<file path="config.mk">
export PLATFORM = sky130hd
export DESIGN_NAME = ppc_div
export DESIGN_NICKNAME = d
export VERILOG_FILES = /design/src/hw/rtl/ppc_pkg.sv /design/src/hw/rtl/ppc_div.sv
export SDC_FILE = /design/constraint.sdc
export NUM_CORES = 1
export LEC_CHECK = 0
export BUFFER_PORTS_ARGS = -buffer_cell sky130_fd_sc_hd__buf_4
export CORE_MARGIN = 2
export CORE_UTILIZATION = 40
export DETAILED_ROUTE_END_ITERATION = 8
export PLACE_DENSITY_LB_ADDON = 0.25
export SKIP_LAST_GASP = 1
export SYNTH_ARGS = -nofsm -noshare
export SYNTH_HDL_FRONTEND = slang
export SYNTH_SLANG_ARGS = --single-unit
</file>
<file path="constraint.sdc">
create_clock -name clk -period 4.75 [get_ports clk]
set_input_delay 0.2375 -clock clk [delete_from_list [all_inputs] [get_ports clk]]
set_output_delay 0.2375 -clock clk [all_outputs]
set_load 0.01 [all_outputs]
</file>
<file path="src/hw/rtl/ppc_pkg.sv">
package ppc_pkg;

	localparam int FRAC_BITS = 16;
	localparam int NATTR     = 11;
	localparam int ATTR_W    = 32;
	localparam int DIST_W    = 64;
	localparam int TDATA_W   = NATTR * ATTR_W;
	localparam int T_W       = FRAC_BITS + 1;
	localparam int ITER_W    = $clog2(FRAC_BITS + 1);
	localparam int IDX_W     = $clog2(NATTR);

	// Crossing parameter of exactly one.
	localparam logic [T_W-1:0] T_ONE = T_W'(1) << FRAC_BITS;
	// Largest |d0|+|d1| that counts as a near-parallel edge (below 1e-4).
	localparam logic [DIST_W-1:0] NEAR_MAX =
		((64'd1 << (2 * FRAC_BITS - 2)) - 64'd1) / 64'd10000;

	// Register indexes.
	localparam logic [2:0] REG_PT_X = 3'd0;
	localparam logic [2:0] REG_PT_Y = 3'd1;
	localparam logic [2:0] REG_PT_Z = 3'd2;
	localparam logic [2:0] REG_N_X  = 3'd3;
	localparam logic [2:0] REG_N_Y  = 3'd4;
	localparam logic [2:0] REG_N_Z  = 3'd5;

	// Result end codes.
	localparam logic [1:0] END_MORE    = 2'd0;
	localparam logic [1:0] END_INSIDE  = 2'd1;
	localparam logic [1:0] END_CLIPPED = 2'd2;
	localparam logic [1:0] END_OUTSIDE = 2'd3;

	typedef logic [NATTR-1:0][ATTR_W-1:0] vtx_t;

	typedef struct packed {
		logic [2:0][ATTR_W-1:0] pt;
		logic [2:0][ATTR_W-1:0] n;
	} plane_t;

	typedef struct packed {
		vtx_t              attr;
		logic [DIST_W-1:0] sdist;
		logic              last;
	} item_t;

	typedef struct packed {
		logic              start;
		logic [DIST_W-1:0] da;
		logic [DIST_W-1:0] db;
	} div_req_t;

endpackage

</file>
<file path="src/hw/rtl/ppc_div.sv">
module ppc_div (
	input  logic                      clk,
	input  logic                      arst_n,
	input  ppc_pkg::div_req_t         req,
	output logic                      done,
	output logic [ppc_pkg::T_W-1:0]   t
);
	import ppc_pkg::*;

	typedef enum logic [1:0] {D_IDLE, D_CHECK, D_RUN, D_DONE} dstate_t;

	dstate_t              state_q;
	logic [DIST_W-1:0]    num_q, den_q, rem_q;
	logic [FRAC_BITS-1:0] quo_q;
	logic [ITER_W-1:0]    iter_q;
	logic [T_W-1:0]       t_q;

	logic [DIST_W-1:0]    mag_a, mag_b;
	logic [DIST_W:0]      two_rem;
	logic                 qbit_c;

	assign mag_a   = req.da[DIST_W-1] ? (~req.da + 1'b1) : req.da;
	assign mag_b   = req.db[DIST_W-1] ? (~req.db + 1'b1) : req.db;
	assign two_rem = {rem_q, 1'b0};
	assign qbit_c  = (two_rem >= {1'b0, den_q});
	assign done    = (state_q == D_DONE);
	assign t       = t_q;

	// Restoring division of |d0| by |d0|+|d1|, one quotient bit per cycle.
	always_ff @(posedge clk or negedge arst_n) begin
		if (!arst_n) begin
			state_q <= D_IDLE;
			iter_q  <= '0;
		end else begin
			case (state_q)
				D_IDLE: begin
					if (req.start) begin
						num_q   <= mag_a;
						den_q   <= mag_a + mag_b;
						state_q <= D_CHECK;
					end
				end
				D_CHECK: begin
					rem_q  <= num_q;
					quo_q  <= '0;
					iter_q <= '0;
					if (den_q <= NEAR_MAX) begin
						t_q     <= '0;
						state_q <= D_DONE;
					end else if (num_q >= den_q) begin
						t_q     <= T_ONE;
						state_q <= D_DONE;
					end else begin
						state_q <= D_RUN;
					end
				end
				D_RUN: begin
					quo_q <= {quo_q[FRAC_BITS-2:0], qbit_c};
					if (qbit_c)
						rem_q <= DIST_W'(two_rem - {1'b0, den_q});
					else
						rem_q <= two_rem[DIST_W-1:0];
					iter_q <= iter_q + 1'b1;
					// The last quotient bit lands in t together with the others.
					if (iter_q == ITER_W'(FRAC_BITS - 1)) begin
						t_q     <= {1'b0, quo_q[FRAC_BITS-2:0], qbit_c};
						state_q <= D_DONE;
					end
				end
				D_DONE: begin
					state_q <= D_IDLE;
				end
				default: state_q <= D_IDLE;
			endcase
		end
	end

endmodule

</file>
==> After elaboration in Yosys (flattened, before gate mapping) <==
Cells that the tools add are included.
{ "word_totals": {"register_bits": 231, "wordCells": 45} }
{ "op_classes": {"addsub": 5, "order_cmp": 3, "eq_ne": 7, "muxes": 15, "bitwise": 2, "n_reduce_logical": 6} }
{ "ops": {"columns": ["cell", "count"], "rows": [
  ["64-bit 2-to-1 mux", 3],
  ["64-bit by 1-bit adder with 64-bit output (second input constant)", 2],
  ["64-bit inverter", 2],
  ["64-bit case mux with 2 select lines", 1],
  ["65-bit by 64-bit greater-or-equal comparator with 1-bit output", 1],
  ["64-bit adder", 1],
  ["64-bit greater-or-equal comparator", 1],
  ["64-bit by 17-bit less-or-equal comparator with 1-bit output (second input constant)", 1],
  ["64-bit subtractor", 1],
  ["17-bit 2-to-1 mux", 3],
  ["17-bit case mux with 2 select lines", 1],
  ["15-bit case mux with 2 select lines", 1],
  ["5-bit case mux with 2 select lines", 1],
  ["2-bit case mux with 4 select lines", 1],
  ["5-bit by 1-bit adder with 5-bit output (second input constant)", 1],
  ["5-bit by 4-bit equality test with 1-bit output (second input constant)", 1],
  ["2-bit equality test (second input constant)", 2],
  ["2-bit 2-to-1 mux", 2],
  ["2-bit inequality test (second input constant)", 2],
  ["2-bit AND reduction", 2],
  ["4-bit AND reduction", 1],
  ["3-bit inequality test (second input constant)", 1],
  ["3-bit AND reduction", 1],
  ["2-bit by 1-bit equality test with 1-bit output (second input constant)", 1],
  ["3 further kinds", 4]
]} }

==> Logic depth before layout (Yosys ltp) <==
Gate-level depths: netlist of run 1.
{ "logic_depth": {"depth_word": 4, "ltp_mapped": 23, "mapped_depth_nobuf": 21} }

==> Least setup slack after synthesis of run 1 <==
OpenSTA, ideal clock, no wires.
{ "synth_timing": {"path_kind": "input to register", "start": "input req[127] (netlist bit)", "end": "register den_q[58], data pin", "setup_time_ns": 0.265, "arrival_ns": 5.386, "t_required_ns": 4.485, "slack_ns": -0.901, "cell_stages": 21, "path_cell_list": "clkbuf_1 -> clkbuf_1 -> clkbuf_1 -> buf_1 -> clkbuf_1 -> o21ai_0 -> fa_1 -> a211oi_1 -> nor3_1 -> o31ai_1 -> nor4b_1 -> a211oi_1 -> a211o_1 -> a31o_2 -> a21oi_1 -> o21ai_1 -> a211oi_1 -> o31ai_1 -> a21oi_1 -> o21ai_0 -> xor2_1"} }
{ "synth_between": {"elab_chain_len": 2} }
{ "synth_lines": {"columns": ["element", "line", "rtl"], "rows": [
  ["start: declaration", "ppc_div.sv:4", "input ppc_pkg::div_req_t req,"],
  ["64-bit 2-to-1 mux", "ppc_div.sv:22", "assign mag_a = req.da[DIST_W-1] ? (~req.da + 1'b1) : req.da;"],
  ["via mag_a[1]", "ppc_div.sv:18", "logic [DIST_W-1:0] mag_a, mag_b;"],
  ["64-bit adder", "ppc_div.sv:39", "den_q <= mag_a + mag_b;"],
  ["end signal: assignment", "ppc_div.sv:39", null],
  ["end: declaration", "ppc_div.sv:13", "logic [DIST_W-1:0] num_q, den_q, rem_q;"]
]} }
The timed path passes the listed nets, and every way through them passes these cells.
A chain may end at the register's enable or synchronous reset.

==> Final worst setup path of run 1 <==
{ "layout_timing": {"start": "input req[65] (netlist bit)", "end": "register den_q[63], data pin"} }
{ "layout_between": {"elab_chain_len": 4} }
{ "layout_lines": {"columns": ["element", "line"], "rows": [
  ["64-bit inverter", "ppc_div.sv:22"],
  ["64-bit by 1-bit adder with 64-bit output", "ppc_div.sv:22"],
  ["64-bit 2-to-1 mux", "ppc_div.sv:22"],
  ["via mag_a[14]", "ppc_div.sv:18"],
  ["64-bit adder", "ppc_div.sv:39"]
]} }
The timed path passes the listed nets, and every way through them passes these cells.

==> results of run 1 <==
-- per-layer routing --
layer	wire length (um)	vias up
li1	-	9314
met4	2059	0
met1	31500	8930
met2	26410	553
met5	0	-
met3	3132	95
-- worst register-to-register path, delay by kind of cell, from the launching register on --
kind | cells | cell delay, ns
AO/OA/AOI/OAI | 11 | 3.05
flip-flops | 1 | 0.39
adder cells (fa/ha/maj) | 1 | 0.28
AND/OR/NAND/NOR | 2 | 0.27
multiplexers | 1 | 0.17
buffers and inverters | 1 | 0.12
-- layout by cell type, fill, tap and decap left out, types with 8 or more instances in the layout --
| cell | n |
|---|---|
| a211o_1 | 8 |
| a211oi_1 | 16 |
| a21o_1 | 82 |
| a21oi_1 | 218 |
| a31oi_1 | 26 |
| and2_1 | 28 |
| and3_1 | 15 |
| buf_4 | 454 |
| clkbuf_16 | 25 |
| edfxtp_1 | 224 |
| ha_1 | 195 |
| inv_1 | 131 |
| mux2i_1 | 55 |
| nand2_1 | 131 |
| nand2b_1 | 42 |
| nand3_1 | 53 |
| nand4_1 | 44 |
| nor2_1 | 138 |
| nor2b_1 | 31 |
| nor3_1 | 29 |
| nor4_1 | 26 |
| o21a_1 | 16 |
| o21ai_0 | 124 |
| o21ai_1 | 10 |
| o21bai_1 | 19 |
| o31ai_1 | 47 |
| o41ai_1 | 21 |
| or2_2 | 12 |
| or3_1 | 29 |
| or4_1 | 11 |
| xnor2_1 | 211 |
| xor2_1 | 78 |
-- report_power, final --
group	switching [mW]	internal, mW	leakage (nW)	total (mW)
logic	3.73	2.76	8.45	6.50
clock network	0.808	1.08	0.382	1.88
registers	0.237	3.03	2.16	3.26
-- what timing repair did --
action | 4_1_cts | 5_1_grt
endpoints found under the setup margin | 0 | 38
hold buffers | 1 | 0
endpoints found under the hold margin | 7 | 0
gates resized for setup | 0 | 12
-- sequential cells by signal, summed over array words and instances (netlist names) --
name     flops
t           17
iter_q       5
quo_q       15
rem_q       64
num_q       64
state_q      2
den_q       64
-- layout make-up --
| class | count | area [sq um] | area share (%) |
|---|---|---|---|
| Multi-Input combinational cell | 1846 | 13380 | 51.71 |
| Sequential cell | 231 | 6902 | 26.67 |
| Timing Repair Buffer | 458 | 3478 | 13.44 |
| Tap cell | 680 | 850.8 | 3.288 |
| Clock buffer | 29 | 640.6 | 2.475 |
| Inverter | 131 | 491.7 | 1.900 |
| Clock inverter | 14 | 135.1 | 0.5221 |
-- stage by stage --
| step | TNS, ns | util (%) | cells | setup slack (ns) | hold WS [ns] |
|---|---|---|---|---|---|
| 5_1_grt | -0.08317 | 50.24 | 3389 | -0.05223 | 0.01651 |
| 3_3_place_gp | -2.217 | 48.62 | 3345 | -0.3043 | 0.06314 |
| 3_5_place_dp | -3.063 | 48.62 | 3345 | -0.3400 | 0.06620 |
| 6_report | 0 | 50.24 | 3389 | 0.2268 | 0.02088 |
| 4_1_cts | 0 | 50.14 | 3389 | 0.2002 | 0.0006583 |
| 2_1_floorplan | 0 | - | 2280 | 0.004235 | -0.05809 |
-- logic make-up after synthesis --
family / count (synthesis) / share of synthesized area, %
fa+ha+maj: 200 / 11.99
mux: 58 / 2.789
simple gates: 632 / 15.84
flops: 231 / 32.94
xor+xnor: 292 / 12.42
buf+inv: 203 / 3.661
compound gates: 664 / 20.36
-- worst min-delay path by stage --
stage | slack [ns] | cells past startpoint | endpoint
2_1_floorplan | -0.06 | 0 | iter_q[0]
4_1_cts | 0.0007 | 2 | num_q[0]
5_1_grt | 0.02 | 2 | num_q[0]
6_report | 0.02 | 2 | num_q[0]
3_3_place_gp | 0.06 | 1 | iter_q[2]
3_5_place_dp | 0.07 | 1 | iter_q[3]
==> impl_results.md, run 1 <==
- Wire length of the first global-routing pass: 99.69 mm
- Final hold violations: 0
- Mapped cell area: 20950 sq um
- CTS tree: built
- Die Height: 232.9 um
- WS Path Type: in2reg
- Placed Instance Area: approximately 25000 sq um
- Fmax: about 220 MHz
- Reg2reg end: rem_q[62]
- Initial antenna violation count: 0
- Syn nets: 2609
- Drt total wl: 63.10 mm
- Deepest clock path buffer count: 3
- Synth area leaders: edfxtp_1 32%, ha_1 12%, xnor2_1 8.8%
- Final worst path period need: 4.523 ns
- Leakage power: 10.99 nW
- Worst-path clk slew: 0.06 ns
- # nets final: 3021
- CP Cell Sequence: buf_4, inv_1, ha_1, nor4b_2, nand4b_1, o31ai_1, xnor2_1, ha_1, o21ai_0, o21bai_1, a21o_1, a21o_1, o31a_1, o31a_1, a311oi_2, a21oi_2, o311ai_2, buf_4, nand3_1, a31oi_2, o21ai_2, a311oi_2, xnor2_1
- YS warnings: 0
- Worst Hold Launch: req[64]
- GR Layer Usage met2: 35.15%
- Worst-Margin Slew: 1.107 ns
- DRT Pass-1 Iters: 5
- Crit path DAT: 4.80 ns
- Leading area contributor after synthesis: edfxtp_1
- Register area share after synthesis: ~33%
- Layout area overhead: 23.52%
- P per Cell Area: 449.9 nW/um^2
- Routed wire length per instance: 18.62 um
- Hold crit path type: in2reg
- VDD IR-drop max: between 0.2 and 0.25 mV
- Max Fanout on Critical Path: 2
- Share of layout cells above drive strength 1: 20.71%
- Worst Setup SP: req[65]
- Yosys cell types: between 80 and 90
- Critical path endpoint category: flip-flop
- R2R Setup Slk: roughly 0.26 ns
- Worst rel slew slack: 26.20%
- Setup Viol. Count Final: 0
- Clock latency on the worst-skew pair: 0.54 ns
- Fill cell count: 4908
- Synth Instances: 2280
- Postcts setup bufs: 0
- CTS buffer count: 24
- Setup crit end: den_q[63]
- Post-route ant nets: 0
- Fin Clk Skew: 0.02090 ns
- Design area: ~26000 sq um
- Status: complete, no violations
- GR Util met1: 34.59%
- ANT cells: 0
- Crit path depth: 23
- Vias: 18892
- Hpwl dp: roughly 52 mm
- Final period utilization: 95.22%
- Total number of H-tree levels: 1
- Most frequent cells after synthesis: 224 x edfxtp_1, 221 x a21oi_1, 211 x xnor2_1, 196 x ha_1, 138 x nor2_1
- Row cnt: 83
- GR Util met3: 1.765%
- #FFs+latches synth: 231
- Die Area: 54230 sq um
- RSZ-0062 raised after global routing: true
- GRT Total Usage: 23.13%
- CP Buf/Inv Count: 3
- Core Area: 51510 sq um
- GPL Wtd Cong: 0.9335
- Number of global-route vias before repair: 18376
- Top-Level Pins: 149
- Root buffer cell: clkbuf_16
- Largest net degree at the start of global routing: 103
- Busiest grt layer: met2
- Delay-heaviest family, CP: compound AO/OA/AOI/OAI gates
- # DRC: 0
- Reg-to-reg startpoint: den_q[2]
- Fin. max-slew vios: 0
- Total design power: 11.64 mW
- Ys flop type: edfxtp_1
- Synth top area share: 32.11%
- Initial drt markers: 1224
- PortBufs: 148
- Max-cap viol count: 0
- Synthesized area per cell: just over 9 sq um
- Post-synth EDFFs: approximately 220
- Slowest-stage cell, CP: a311oi_2
- Initial core utilization: 40.67%
- Die Wd: 232.9 um
- Vias per inst: between 5 and 6
- Startpoint types: input port
- Clock sinks: around 230
- Critical Path RT: 5.03 ns
- Asr flop ratio synth: 3.030%
- Max incr delay on CP: 0.38 ns
- Top-count cell post-synth: edfxtp_1
- R2R depth: 16
- Total grt overflow: 0
(Power assumes the default switching activity.)
==> run 2, diff against run 1 <==
ABC_AREA = 1   (was default)
==> run 2 against run 1 <==
Against the previous run:
- sequential power about the same
- design area increased by 9.7%
- global-route usage increased by 4.3 points
- synthesized cell count increased by 66%
- via count increased by 35%
- sequential cell count unchanged
- fmax increased by 5.2%
- largest power group unchanged
==> impl_results.md, run 2 <==
- Status: complete, no violations
- GRT Total Usage: 27.38% (+4.3 points)
- Delay-heaviest family, CP: compound AO/OA/AOI/OAI gates
- Ys flop type: edfxtp_1
- Postcts setup bufs: 0 (unchanged)
- #FFs+latches synth: 231 (unchanged)
- Total number of H-tree levels: 1 (unchanged)
- RSZ-0062 raised after global routing: false
- Placed Instance Area: 27470 sq um (+9.7%)
- Synthesized area per cell: 6.692 sq um (-27%)
- CP Buf/Inv Count: 5 (+2)
- Logic pwr share: 54.3% (-1.5 points)
- CTS tree: built
- Crit path DAT: 4.60 ns (-0.20 ns)
- Initial drt markers: 2059 (+68%)
- Worst-path clk slew: 0.07 ns (about the same)
- Switching part of the total power: 46.08% (+5.1 points)
- Top-Level Pins: 149 (unchanged)
- Design area: 28400 sq um (+9.7%)
- Post-cts sizing count: 0 (unchanged)
- # nets final: 4259 (+41%)
- Layout area overhead: 12.42%
- Asr flop ratio synth: 3.030% (unchanged)
- Setup Viol. Count Final: 0 (unchanged)
- Wire length of the first global-routing pass: 138.3 mm (+39%)
- Largest net degree at the start of global routing: 129 (+25%)
- Leakage power: 13.41 nW (+22%)
- Hold crit path type: in2async
- GPL Wtd Cong: 1.028 (+10%)
- P_sw: 5.403 mW (+13%)
- Final Non-Filler Cells: 4799 (+42%)
- Commonest non-fill, non-tap cell in the layout: nand2_1
- Most frequent cells in the layout: 1121 x nand2_1, 462 x inv_1, 397 x nor2_1
- Core Area: 62740 sq um (+22%)
- Max Fanout on Critical Path: 7 (+5)
- DRT Pass-1 Iters: 9 (+4)
- CP Cell Sequence: dlygate4sd3_1, buf_4, inv_1, ha_1, nand2_2, nor2_8, nand2_4, nor2_8, nand3_2, nand2_2, o21ai_0, xor2_1, ha_1, a21oi_1, inv_1, a21oi_1, inv_1, a221o_1, a21oi_1, nand3_1, nand2_1, nand2_1
- Seq pwr share: 27.7% (-0.3 points)
- Pre-CTS WS: 0.4130 ns (+0.7530 ns)
- Synth Instances: 3775 (+66%)
- Die Height: 255.3 um (+9.6%)
- Worst rel slew slack: 40.58% (+14 points)
- PortBufs: 148 (unchanged)
- Final hold violations: 0 (unchanged)
- Number of global-route vias before repair: 24178 (+32%)
- Final period utilization: 90.50% (-4.7 points)
- Critical path endpoint category: flip-flop
- Initial core utilization: 40.27% (-0.41 points)
- Register area share after synthesis: 27.32% (-5.6 points)
- Mapped cell area: 25260 sq um (+21%)
- Drt total wl: 91.98 mm (+46%)
- Clock sinks: 231 (unchanged)
- Vias: 25437 (+35%)
- Hpwl dp: 79.33 mm (+52%)
- Fill cell count: 6617 (+35%)
- YS warnings: 0 (unchanged)
- Total grt overflow: 0 (unchanged)
- Clock power frac: 18.0% (+1.8 points)
- Max incr delay on CP: 0.55 ns (+0.17 ns)
- Synth area leaders: edfxtp_1 27%, nand2_1 17%, ha_1 9.7%
- Deepest clock path buffer count: 3 (unchanged)
- P per Cell Area: 412.8 nW/um^2 (-8.2%)
- Fmax: 232.6 MHz (+5.2%)
- Worst hold slack: 0.03888 ns (+0.01801 ns)
- Synth top area share: 26.63% (-5.5 points)
- Syn nets: 4104 (+57%)
- WS Path Type: in2reg
- Most frequent cells after synthesis: 1121 x nand2_1, 463 x inv_1, 398 x nor2_1, 248 x a21oi_1, 240 x nand3_1
- Startpoint types: input port
- Fin. max-slew vios: 0 (unchanged)
- Cts hold-fix bufs: 2 (+1)
- Final worst-path setup slack: 0.4513 ns (+0.2244 ns)
- P_int: 6.321 mW (-8.0%)
- Critical Path RT: 5.05 ns (+0.02 ns)
- Top-count cell post-synth: nand2_1
- Die Wd: 255.3 um (+9.6%)
- Worst-Margin Slew: 0.8820 ns (-0.2250 ns)
- Clock latency on the worst-skew pair: 0.55 ns (about the same)
- Fin Clk Skew: 0.01979 ns (-0.001113 ns)
- Initial antenna violation count: 2 (+2)
- Slowest-stage cell, CP: dlygate4sd3_1
- # DRC: 0 (unchanged)
- Row cnt: 92 (+11%)
- Vias per inst: 5.300 (-4.9%)
- Max-cap viol count: 0 (unchanged)
- Post-route ant nets: 0 (unchanged)
- Root buffer cell: clkbuf_16
- Leading area contributor after synthesis: edfxtp_1
- Die Area: 65180 sq um (+20%)
- Final worst path period need: 4.299 ns (-0.2244 ns)
- Final setup TNS: 0 ns (unchanged)
- Yosys cell types: 55 (-33%)
- CTS buffer count: 26 (+8.3%)
- Post-synth EDFFs: 224 (unchanged)
- VDD IR-drop max: 0.2750 mV (+12%)
- Biggest registers after layout: den_q x64, num_q x64, rem_q x64
- Placed Instances: 4746 (+42%)
- Share of layout cells above drive strength 1: 11.44% (-9.3 points)
- Routed wire length per instance: 19.17 um (+2.9%)
run 2: changes by cell type in the layout (fill, tap and decap cells not counted), sizes merged, moves of 33 or more:
cell / change
inv: +361
nand2: +1072
a21o: -76
xnor2: -151
buf: -278
mux2i: -55
nand2b: -42
nand3: +215
nor2: +333
o31ai: -50
o21ai: +33
run 2: cell type report:
| class | instances | area [sq um] | share of cell area (%) |
|---|---|---|---|
| diodes | 3 | 7.507 | 0.02643 |
| clock buffers | 27 | 675.6 | 2.379 |
| clock inverters | 21 | 226.5 | 0.7974 |
| inverters | 492 | 1847 | 6.502 |
| multi-input cells | 2998 | 16280 | 57.33 |
| flip-flops and latches | 231 | 6902 | 24.30 |
| well taps | 846 | 1059 | 3.727 |
| repair buffers | 181 | 1401 | 4.934 |
run 2: power groups by stage:
| stage | registers (mW) | clock network [mW] | logic [mW] |
|---|---|---|---|
| after floorplan | 3.27 | 0 | 4.39 |
| after global placement | 3.28 | 0 | 6.25 |
| after detailed placement | 3.29 | 0 | 6.24 |
| after CTS | 3.25 | 2.17 | 6.29 |
| after global routing | 3.31 | 2.23 | 7.06 |
| final | 3.25 | 2.11 | 6.36 |
run 2: final timing paths:
| kind | start | to | slack, ns | cells past startpoint |
|---|---|---|---|---|
| max in group asynchronous | arst_n | state_q[1] | 4.57 | 2 |
| min in group clk | req[69] | num_q[5] | 0.04 | 2 |
| worst min-delay path | arst_n | iter_q[4] | 0.04 | 2 |
| worst max register to register | den_q[17] | rem_q[16] | 1.07 | 16 |
| worst min register to register | iter_q[0] | iter_q[0] | 0.51 | 1 |
| worst max-delay path | req[64] | den_q[63] | 0.45 | 22 |
run 2: per-stage QoR:
step | total power, mW | utilization [%]
after floorplan | 7.655 | -
after global placement | 9.528 | 43.79
after detailed placement | 9.535 | 43.79
after CTS | 11.71 | 45.26
after global routing | 12.60 | 45.26
final | 11.72 | 45.27
run 2: layer usage:
| layer | routed length, um | GRT usage, % |
|---|---|---|
| met1 | 41120 | 36.69 |
| met2 | 40870 | 44.76 |
| met3 | 4945 | 1.905 |
| met4 | 5038 | 13.37 |
| met5 | 11 | 0 |
run 2: cell families after synthesis:
family | share of synthesized area [%]
AOI/OAI and AO/OA | 11.67
adders and majority gates | 9.866
buffers and inverters | 8.286
DFF | 27.32
xor gates and xnor gates | 5.374
and+or+nand+nor | 37.49
==> run 3, diff against run 2 <==
CORE_MARGIN = default   (was 2)
clock period = 4.3 ns   (was 4.75 ns; I/O delays follow)
==> run 3 against run 2 <==
Against the previous run:
- non-clock buffer count grew 20
- critical path type unchanged
- critical path depth unchanged
- highest routed layer unchanged
- wire length up 2.0%
- global-route usage grew 1.6 points
- clock power is 6% higher
==> impl_results.md, run 3 (synthesized netlist as in run 2, its figures left out) <==
- Worst-Margin Slew: 1.042 ns (+0.1601 ns)
- Total grt overflow: 0 (unchanged)
- # DRC: 0 (unchanged)
- Status: complete, no violations
- Hpwl dp: 80.97 mm (+2.1%)
- Post-route ant nets: 0 (unchanged)
- Critical Path RT: 4.62 ns (-0.43 ns)
- Max Fanout on Critical Path: 6 (-1)
- Deepest clock path buffer count: 3 (unchanged)
- WS Path Type: in2reg
- Final hold violations: 0 (unchanged)
- Largest net degree at the start of global routing: 79 (-39%)
- RSZ-0062 raised after global routing: false
- Initial drt markers: 1858 (-9.8%)
- GPL Wtd Cong: 1.018 (-0.92%)
- Total number of H-tree levels: 1 (unchanged)
- PortBufs: 148 (unchanged)
- Wire length of the first global-routing pass: 140.5 mm (+1.6%)
- Row cnt: 91 (-1.1%)
- Routed wire length per instance: 19.53 um (+1.9%)
- Fmax: 247.0 MHz
- # nets final: 4278 (+0.45%)
- ANT cells: 0 (-3)
- CTS tree: built
- Commonest non-fill, non-tap cell in the layout: nand2_1
- Die Wd: 253.3 um (-0.78%)
- Worst-path clk slew: 0.07 ns (about the same)
- Number of global-route vias before repair: 24139 (-0.16%)
- Post-cts sizing count: 0 (unchanged)
- Hold crit path type: in2async
- P per Cell Area: 452.9 nW/um^2 (+9.7%)
- VDD IR-drop max: 0.2897 mV (+5.3%)
- Final worst path period need: 4.049 ns
- Vias: 25544 (+0.42%)
- Final Non-Filler Cells: 4804 (+0.10%)
- Fin Clk Skew: 0.02909 ns (+0.009301 ns)
- DRT Pass-1 Iters: 6 (-3)
- Core Area: 62050 sq um (-1.1%)
- Cts hold-fix bufs: 4 (+2)
- Layout area overhead: 12.69%
- Critical path endpoint category: flip-flop
- Root buffer cell: clkbuf_16
- Vias per inst: 5.317 (+0.32%)
- Setup Viol. Count Final: 0 (unchanged)
- Placed Instances: 4755 (+0.19%)
- Fin. max-slew vios: 0 (unchanged)
- Most frequent cells in the layout: 1121 x nand2_1, 462 x inv_1, 397 x nor2_1
- Drt total wl: 93.84 mm (+2.0%)
- Biggest registers after layout: den_q x64, num_q x64, rem_q x64
- Crit path DAT: 4.36 ns (-0.24 ns)
- Startpoint types: input port
- Max-cap viol count: 0 (unchanged)
- Top-Level Pins: 149 (unchanged)
- Initial antenna violation count: 3 (+1)
- GRT Total Usage: 28.98% (+1.6 points)
- Final setup TNS: 0 ns (unchanged)
- Initial core utilization: 40.71% (+0.44 points)
- Die Area: 64170 sq um (-1.6%)
- Die Height: 253.3 um (-0.78%)
- Final period utilization: between 90 and 100%
- CTS buffer count: 25 (-3.8%)
- Leakage power: 13.48 nW (+0.48%)
- Postcts setup bufs: 0 (unchanged)
- Clock sinks: 231 (unchanged)
- Fill cell count: 6555 (-0.94%)
- Clock latency on the worst-skew pair: 0.57 ns (+0.02 ns)
- Worst rel slew slack: 30.53% (-10 points)
- Share of layout cells above drive strength 1: 11.72% (+0.28 points)
[run 3: cell count changes in the layout (fill, tap and decap cells not counted), sizes merged]
cell and change:
inv -2, dlygate4sd3 +2, buf +18, diode -3, clkbuf -1
[run 3: critical path: stages]
cell	delay, ns
dlygate4sd3_1	0.54
buf_4	0.15
inv_1	0.08
ha_1	0.22
nand2_1	0.07
nor2_1	0.09
nand3_1	0.12
nor2_1	0.16
nand3_1	0.24
a21oi_1	0.43
nand2_1	0.11
xor2_1	0.18
ha_1	0.41
nand2_1	0.16
nor2_1	0.26
inv_1	0.07
nor2_1	0.12
inv_1	0.08
nor2_1	0.24
nand3_1	0.21
nand4_1	0.14
nand2_1	0.07
[run 3: path summary, 6_finish.rpt]
check / depth (start not counted) / startpoint / endpoint / slack, ns
max in group asynchronous: 2 / arst_n / iter_q[0] / 4.14
min in group clk: 2 / req[125] / num_q[61] / 0.04
min reg2reg: 2 / quo_q[14] / t[15] / 0.50
max: 22 / req[64] / den_q[58] / 0.25
max reg2reg: 16 / den_q[12] / rem_q[14] / 0.73
min: 2 / arst_n / state_q[0] / 0.02
[run 3: cell type report]
| cell class | instances | area (sq um) | area share, % |
|---|---|---|---|
| clock buffer | 26 | 629.4 | 2.211 |
| sequential | 231 | 6902 | 24.24 |
| clock inverter | 19 | 217.7 | 0.7647 |
| tap | 837 | 1047 | 3.678 |
| multi-input combinational | 2998 | 16280 | 57.19 |
| inverter | 492 | 1847 | 6.487 |
| timing repair buffer | 201 | 1544 | 5.423 |
[run 3: routing by layer]
layer / global-route usage (%) / vias up / part of all wire, %
met2: 47.25 / 818 / 44
met1: 39.58 / 11729 / 46
met4: 12.26 / 2 / 4.5
met3: 1.799 / 171 / 5.4
met5: 0 / - / 0.014
li1: - / 12824 / -
[run 3: where the power goes]
group,total [mW],leakage [nW],internal [mW],switching (mW)
combinational,7.06,10.9,2.32,4.74
clock,2.24,0.409,1.27,0.969
sequential,3.59,2.17,3.33,0.264
total,12.9,13.5,6.92,5.97
[run 3: metrics by stage]
step | util (%) | cell area [sq um] | setup slack (ns) | hold slack (ns) | power [mW]
after floorplan | - | 25270 | 0.6527 | -0.08059 | 8.451
after global placement | 44.45 | 27580 | 0.1164 | 0.04143 | 10.55
after detailed placement | 44.45 | 27580 | 0.1560 | 0.04250 | 10.55
after CTS | 45.88 | 28470 | 0.3231 | 0.002359 | 12.84
after global routing | 45.88 | 28470 | 0.09327 | 0.02567 | 13.83
final | 45.88 | 28470 | 0.2509 | 0.02307 | 12.89
